[src/rtl/core/pfa_pkg.sv]
package pfa_pkg;

    localparam int PARTS_DEFAULT = 16;
    localparam int SIZE_W        = 20;
    localparam int SLOT_W        = 4;
    localparam int COUNT_W       = 5;
    localparam int MODE_W        = 2;
    localparam int CFG_IDX_W     = 2;
    localparam int CFG_DATA_W    = 5;

    localparam logic [MODE_W-1:0] MODE_FIRST = 2'd0;
    localparam logic [MODE_W-1:0] MODE_BEST  = 2'd1;
    localparam logic [MODE_W-1:0] MODE_WORST = 2'd2;

    localparam logic [CFG_IDX_W-1:0] REG_FIT_MODE        = 2'd0;
    localparam logic [CFG_IDX_W-1:0] REG_PARTITION_COUNT = 2'd1;

    localparam logic [COUNT_W-1:0] COUNT_RESET = 5'd16;

    localparam logic REQ_LOAD     = 1'b0;
    localparam logic REQ_ALLOCATE = 1'b1;

    typedef struct packed {
        logic              req_type;
        logic [SLOT_W-1:0] slot_index;
        logic [SIZE_W-1:0] amount;
    } t_pfa_in;

    typedef struct packed {
        logic              granted;
        logic [SLOT_W-1:0] chosen_partition;
        logic [SIZE_W-1:0] free_before;
    } t_pfa_out;

    // Scan token handed from cell to cell; the candidate index travels beside it.
    typedef struct packed {
        logic              live;
        logic              found;
        logic [SIZE_W-1:0] value;
    } t_pfa_tok;

    // Request broadcast shared by all cells during loads, during a scan and at grant time.
    typedef struct packed {
        logic              load_en;
        logic [SLOT_W-1:0] load_slot;
        logic [SIZE_W-1:0] load_value;
        logic              grant_en;
        logic [SIZE_W-1:0] amount;
        logic [MODE_W-1:0] mode;
        logic [COUNT_W-1:0] count;
    } t_pfa_bcast;

endpackage

[src/rtl/core/pfa_cell.sv]
module pfa_cell import pfa_pkg::*; #(
    parameter int IDX_W = 4,
    parameter int IDX   = 0
) (
    input  logic             i_clk,
    input  logic             i_rst_n,
    input  t_pfa_bcast       i_bcast,
    input  logic [IDX_W-1:0] i_grant_idx,
    input  t_pfa_tok         i_tok,
    input  logic [IDX_W-1:0] i_tok_idx,
    output t_pfa_tok         o_tok,
    output logic [IDX_W-1:0] o_tok_idx
);

    logic [SIZE_W-1:0] r_free;
    logic              r_live;
    logic              r_found;
    logic [SIZE_W-1:0] r_value;
    logic [IDX_W-1:0]  r_idx;

    logic active;
    logic fits;
    logic better;
    logic take;

    assign active = 32'(IDX) < 32'(i_bcast.count);
    assign fits   = i_bcast.amount <= r_free;

    always_comb begin
        case (i_bcast.mode)
            MODE_BEST:  better = r_free < i_tok.value;
            MODE_WORST: better = r_free > i_tok.value;
            default:    better = 1'b0;
        endcase
    end

    // Ties keep the earlier candidate, so the lowest index wins.
    assign take = active && fits && (!i_tok.found || better);

    always_ff @(posedge i_clk) begin
        if (i_bcast.load_en && (32'(i_bcast.load_slot) == IDX)) begin
            r_free <= i_bcast.load_value;
        end else if (i_bcast.grant_en && (32'(i_grant_idx) == IDX)) begin
            r_free <= r_free - i_bcast.amount;
        end
    end

    always_ff @(posedge i_clk) begin
        if (!i_rst_n) begin
            r_live <= 1'b0;
        end else begin
            r_live <= i_tok.live;
        end
    end

    always_ff @(posedge i_clk) begin
        if (take) begin
            r_found <= 1'b1;
            r_value <= r_free;
            r_idx   <= IDX_W'(IDX);
        end else begin
            r_found <= i_tok.found;
            r_value <= i_tok.value;
            r_idx   <= i_tok_idx;
        end
    end

    assign o_tok.live  = r_live;
    assign o_tok.found = r_found;
    assign o_tok.value = r_value;
    assign o_tok_idx   = r_idx;

endmodule

[src/rtl/core/partition_fit_allocator.sv]
// Partition fit allocator. Holds the free size of PARTS partitions, one per cell of a
// chain, and grants allocate requests by first, best or worst fit (ties go to the lowest
// index). A load beat produces no result. An allocate beat launches a token that walks
// the chain one cell per cycle; its result is registered in the output register once
// the token leaves the last cell, and the input stays stalled until then and until the
// output register is free. The granted partition is reduced by the request in the cycle
// the result is registered. Partitions hold no defined size until loaded. Configuration
// writes are always ready.
module partition_fit_allocator import pfa_pkg::*; #(
    parameter int PARTS = PARTS_DEFAULT
) (
    input  logic                  i_clk,
    input  logic                  i_rst_n,
    input  logic                  i_in_valid,
    output logic                  o_in_stall,
    input  t_pfa_in               i_in_data,
    output logic                  o_out_valid,
    input  logic                  i_out_stall,
    output t_pfa_out              o_out_data,
    input  logic                  i_cfg_valid,
    output logic                  o_cfg_ready,
    input  logic [CFG_IDX_W-1:0]  i_cfg_index,
    input  logic [CFG_DATA_W-1:0] i_cfg_data
);

    localparam int IDX_W = (PARTS > 1) ? $clog2(PARTS) : 1;

    logic [MODE_W-1:0]  r_mode;
    logic [COUNT_W-1:0] r_count;
    logic               r_busy;
    logic [SIZE_W-1:0]  r_amount;
    logic               r_start;
    logic               r_out_valid;
    t_pfa_out           r_out;

    t_pfa_tok           tok     [PARTS+1];
    logic [IDX_W-1:0]   tok_idx [PARTS+1];
    t_pfa_bcast         bcast;

    logic in_accept;
    logic out_free;
    logic is_alloc;
    logic done;

    assign out_free   = !r_out_valid || !i_out_stall;
    assign is_alloc   = i_in_data.req_type == REQ_ALLOCATE;
    assign o_in_stall = r_busy || (is_alloc && !out_free);
    assign in_accept  = i_in_valid && !o_in_stall;
    assign done       = tok[PARTS].live;

    assign o_cfg_ready = 1'b1;

    always_ff @(posedge i_clk) begin
        if (!i_rst_n) begin
            r_mode  <= MODE_FIRST;
            r_count <= COUNT_RESET;
        end else if (i_cfg_valid) begin
            case (i_cfg_index)
                REG_FIT_MODE:        r_mode  <= i_cfg_data[MODE_W-1:0];
                REG_PARTITION_COUNT: r_count <= i_cfg_data;
                default:             ;
            endcase
        end
    end

    always_ff @(posedge i_clk) begin
        if (!i_rst_n) begin
            r_busy  <= 1'b0;
            r_start <= 1'b0;
        end else begin
            r_start <= in_accept && is_alloc;
            if (in_accept && is_alloc) begin
                r_busy <= 1'b1;
            end else if (done) begin
                r_busy <= 1'b0;
            end
        end
    end

    always_ff @(posedge i_clk) begin
        if (in_accept && is_alloc) begin
            r_amount <= i_in_data.amount;
        end
    end

    assign tok[0].live  = r_start;
    assign tok[0].found = 1'b0;
    assign tok[0].value = '0;
    assign tok_idx[0]   = '0;

    assign bcast.load_en    = in_accept && !is_alloc;
    assign bcast.load_slot  = i_in_data.slot_index;
    assign bcast.load_value = i_in_data.amount;
    assign bcast.grant_en   = done && tok[PARTS].found;
    assign bcast.amount     = r_amount;
    assign bcast.mode       = r_mode;
    assign bcast.count      = r_count;

    for (genvar g = 0; g < PARTS; g++) begin : g_cell
        pfa_cell #(
            .IDX_W (IDX_W),
            .IDX   (g)
        ) u_cell (
            .i_clk       (i_clk),
            .i_rst_n     (i_rst_n),
            .i_bcast     (bcast),
            .i_grant_idx (tok_idx[PARTS]),
            .i_tok       (tok[g]),
            .i_tok_idx   (tok_idx[g]),
            .o_tok       (tok[g+1]),
            .o_tok_idx   (tok_idx[g+1])
        );
    end

    always_ff @(posedge i_clk) begin
        if (!i_rst_n) begin
            r_out_valid <= 1'b0;
        end else if (done) begin
            r_out_valid <= 1'b1;
        end else if (!i_out_stall) begin
            r_out_valid <= 1'b0;
        end
    end

    always_ff @(posedge i_clk) begin
        if (done) begin
            if (tok[PARTS].found) begin
                r_out.granted          <= 1'b1;
                r_out.chosen_partition <= SLOT_W'(32'(tok_idx[PARTS]));
                r_out.free_before      <= tok[PARTS].value;
            end else begin
                r_out <= '0;
            end
        end
    end

    assign o_out_valid = r_out_valid;
    assign o_out_data  = r_out;

    // A scan result only arrives while a request is outstanding.
    a_done_busy: assert property (@(posedge i_clk) disable iff (!i_rst_n)
        done |-> r_busy)
        else $error("scan result without an outstanding request");

    // The output register is empty whenever a result lands in it.
    a_no_overwrite: assert property (@(posedge i_clk) disable iff (!i_rst_n)
        done |-> !r_out_valid)
        else $error("result overwrote an untaken beat");

    // No load may hit a partition in the cycle it is being reduced.
    a_no_load_on_grant: assert property (@(posedge i_clk) disable iff (!i_rst_n)
        bcast.grant_en |-> !bcast.load_en)
        else $error("load collided with a grant");

    // A refused request reports zeros.
    a_refusal_zero: assert property (@(posedge i_clk) disable iff (!i_rst_n)
        (r_out_valid && !r_out.granted) |->
            (r_out.chosen_partition == '0 && r_out.free_before == '0))
        else $error("refused request carries nonzero fields");

endmodule

[config.mk]
export PLATFORM = sky130hd
export DESIGN_NAME = partition_fit_allocator
export DESIGN_NICKNAME = d
export VERILOG_FILES = /design/src/rtl/core/pfa_pkg.sv /design/src/rtl/core/pfa_cell.sv /design/src/rtl/core/partition_fit_allocator.sv
export SDC_FILE = /design/constraint.sdc
export NUM_CORES = 2
export LEC_CHECK = 0
export ABC_AREA = 1
export BUFFER_PORTS_ARGS = -buffer_cell sky130_fd_sc_hd__buf_4
export CAP_MARGIN = 20
export CORE_AREA = 3 3 404 286
export DETAILED_ROUTE_END_ITERATION = 16
export DIE_AREA = 0 0 407 289
export GPL_TIMING_DRIVEN = 0
export HOLD_SLACK_MARGIN = 0.12
export PLACE_DENSITY = 0.72
export SYNTH_ARGS = -nofsm -noshare
export SYNTH_HDL_FRONTEND = slang
export SYNTH_SLANG_ARGS = --single-unit
[constraint.sdc]
create_clock -name i_clk -period 3.58 [get_ports i_clk]
set_clock_uncertainty 0.15 [all_clocks]
set_input_delay 0.179 -clock i_clk [delete_from_list [all_inputs] [get_ports i_clk]]
set_output_delay 0.179 -clock i_clk [all_outputs]
set_load 0.02 [all_outputs]
==> impl_metrics.env <==
export IMPL_period_share_pct=97.25
export IMPL_final_nets=8653
export IMPL_grt_max_degree=24
export IMPL_drv_cap=0
export IMPL_critPathKind="reg -> reg"
export IMPL_clock_sinks=776
export IMPL_viasPerCell=5.780
export IMPL_worst_skew_pair_late_latency_ns=0.69
export IMPL_met3_length_mm=29.66
export IMPL_first_pass_iters=7
export IMPL_gp_congestion=1.027
export IMPL_syn_inst=7730
export IMPL_ant_nets=0
export IMPL_timing_final_ws_setup_ns=0.09841
export IMPL_rrSetupSlack_ns=0.1
export IMPL_multi_input_area_um2=31900
export IMPL_core_area_um2=112200
export IMPL_io_pins=65
export IMPL_route_met2_wl_mm=82.14
export IMPL_tritoncts="yes"
export IMPL_drc=0
export IMPL_arrival_ns=3.92
export IMPL_grt_pass1_vias=49580
export IMPL_finalPower_mw=26.30
export IMPL_synthArstFlopShare_pct=0
export IMPL_end_kind="flop"
export IMPL_grt_usage_pct=35.51
export IMPL_ir_worst_vdd_uv=454.6
export IMPL_ys_top_cells_by_area="edfxtp_1 20%, nand2_1 15%, dfxtp_1 15%"
export IMPL_cts_made_buffers=83
export IMPL_p_leak_nw=30.60
export IMPL_area_growth_pct=12.07
export IMPL_wl_per_cell_um=22.23
export IMPL_num_fill_cells=10660
export IMPL_cts_root_buf="clkbuf_16"
export IMPL_rsz0062_at_grt="false"
export IMPL_crit_fanout=10
export IMPL_antenna_found_initial=26
export IMPL_crit_required_ns=4.02
export IMPL_status="complete, no violations"
export IMPL_layout_drive_gt1_share_pct=7.617
export IMPL_die_width_um=407
export IMPL_synth_seq_cells=776
export IMPL_dr_first_iter_drc_count=7109
export IMPL_post_route_min_period_ns=3.482
export IMPL_h_tree_depth=3
export IMPL_synth_area_per_cell_um2=7.212
export IMPL_synthesis_nets=8405
export IMPL_fp_row_count=103
export IMPL_clockBufferDepth=3
export IMPL_max_freq_ghz=0.2872
export IMPL_netlist_cell_type_count=50
export IMPL_hold_viol=0
export IMPL_finalSetupViolCount=0
export IMPL_cts_clk_slew_worst_paths_ns=0.07
export IMPL_fin_util_pct=55.66
export IMPL_slew_viol_final=0
export IMPL_power_density_nw_per_um2=421.0
export IMPL_syn_area_um2=55750
export IMPL_synth_top_cells_by_count="2,257 x nand2_1, 925 x inv_1, 681 x nand3_1"
export IMPL_dr_total_vias=55450
export IMPL_grt_remaining_overflow=0
export IMPL_synth_top_area_share_pct=19.66
export IMPL_worst_slew_pin_transition_ns=1.077
export IMPL_die_area_um2=117600
export IMPL_die_y_um=289
export IMPL_ys_seq_area_share_pct=34.42
export IMPL_yosysMostFrequentCell="nand2_1"
export IMPL_start_util_pct=49.67
export IMPL_wl_met1_mm=92.20
export IMPL_synthFlopType="dfxtp_1"
export IMPL_cp_start_kind="flop"
export IMPL_dpl_hpwl_mm=161.7
export IMPL_routed_wl_mm=213.3
export IMPL_grt_pass1_wl_mm=310.4
export IMPL_highest_layer="met5"
export IMPL_io_buffers=63
export IMPL_yosys_warnings=0
export IMPL_place_ws_ns=0.01946
export IMPL_relSlewSlack_pct=28.23
export IMPL_yosys_area_top_type="edfxtp_1"
export IMPL_layout_area_seq_um2=19190
export IMPL_synth_edf_count=365
export IMPL_hp_class="in -> reg"
[sequential cells by signal, summed over array words and instances, names as in the netlist]
signal,count
g_cell.u_cell.r_free,320
g_cell.u_cell.r_value,320
g_cell.u_cell.o_tok_idx,49
o_out_data,25
r_amount,20
g_cell.u_cell.r_found,16
g_cell.u_cell.r_live,16
r_count,5
r_mode,2
o_out_valid,1
r_busy,1
r_start,1
[layer usage]
| metal | global-route usage [%] | vias up |
|---|---|---|
| li1 | - | 26080 |
| met1 | 52.21 | 25650 |
| met2 | 48.43 | 3278 |
| met3 | 9.962 | 445 |
| met4 | 14.21 | 2 |
| met5 | 0 | - |
[timing repair]
item / CTS / global route
pin swaps: 0 / 0
hold buffers: 57 / 0
endpoints found under the hold margin: 143 / 0
buffers inserted: 2 / 0
gates resized for setup: 0 / 2
endpoints found under the setup margin: 1 / 18
[layout by cell type, fill, tap and decap left out, drive strengths merged, types with 61 or more instances in the layout]
cell,count
nand2,2295
inv,967
nand3,683
ha,622
nor2,596
o21ai,488
a21oi,479
dfxtp,411
edfxtp,365
buf,216
clkbuf,190
nand4,122
nor3,109
or2,108
xnor2,76
nand3b,68
a21o,61
[through the flow]
step                setup TNS [ns]  std cells  hold WS [ns]  area (um^2)
finish                           0       9594        0.2002        62470
global route                     0       9573        0.1792        62420
CTS                              0       9570        0.1566        62410
detailed placement               0       9356        0.2178        59010
global placement          -1761.02       9315        0.2158        58130
floorplan                        0       7730        0.1279        55750
[layout make-up]
type / count / area share (%)
timing repair buffer: 163 / 2.994
buffer: 185 / 1.814
multi-input combinational: 5811 / 51.06
clock buffer: 115 / 3.951
tap: 1522 / 3.048
sequential: 776 / 30.71
antenna: 24 / 0.09613
inverter: 958 / 5.760
clock inverter: 40 / 0.5588
[logic make-up after synthesis]
logic type                 after synthesis  synth area share (%)
and+or+nand+nor                       3990                 30.68
buffers and inverters                 1143                 8.443
AOI/OAI and AO/OA                     1080                 10.30
DFF                                    776                 34.42
adders and majority gates              638                 14.53
xor gates and xnor gates                96                 1.508
muxes                                    6                0.1077
other                                    1              0.006727
[worst max-delay path: stages (launching register included)]
cell,delay (ns)
edfxtp_1,0.40
inv_2,0.51
buf_12,0.28
ha_1,0.32
a21oi_1,0.23
o21ai_0,0.15
nand2_1,0.09
nand2_1,0.04
nand2_1,0.05
nand4_1,0.29
nand2_1,0.17
inv_2,0.11
nand2_2,0.13
buf_6,0.18
nand2_1,0.06
nand2_1,0.17
[worst paths after layout]
| path | startpoint | endpoint | cells after the start |
|---|---|---|---|
| worst max register to register | r_amount[5]$_DFFE_PP_ | g_cell[10].u_cell.r_value[11]$_DFF_P_ | 15 |
| worst min register to register | g_cell[3].u_cell.o_tok_idx[0]$_SDFF_PP1_ | g_cell[4].u_cell.o_tok_idx[0]$_SDFF_PP0_ | 2 |
| worst max-delay path | r_amount[5]$_DFFE_PP_ | g_cell[10].u_cell.r_value[11]$_DFF_P_ | 15 |
| worst min-delay path | i_in_data[8] | r_amount[8]$_DFFE_PP_ | 2 |
[power breakdown]
| group | total (mW) | internal, mW | switching [mW] | leakage (nW) |
|---|---|---|---|---|
| Clock | 9.06 | 5.10 | 3.96 | 1.40 |
| Sequential | 11.1 | 10.4 | 0.766 | 6.71 |
| Combinational | 6.12 | 2.11 | 4.00 | 22.5 |
| Total | 26.3 | 17.6 | 8.73 | 30.6 |
Power figures use the tool's default switching activity.
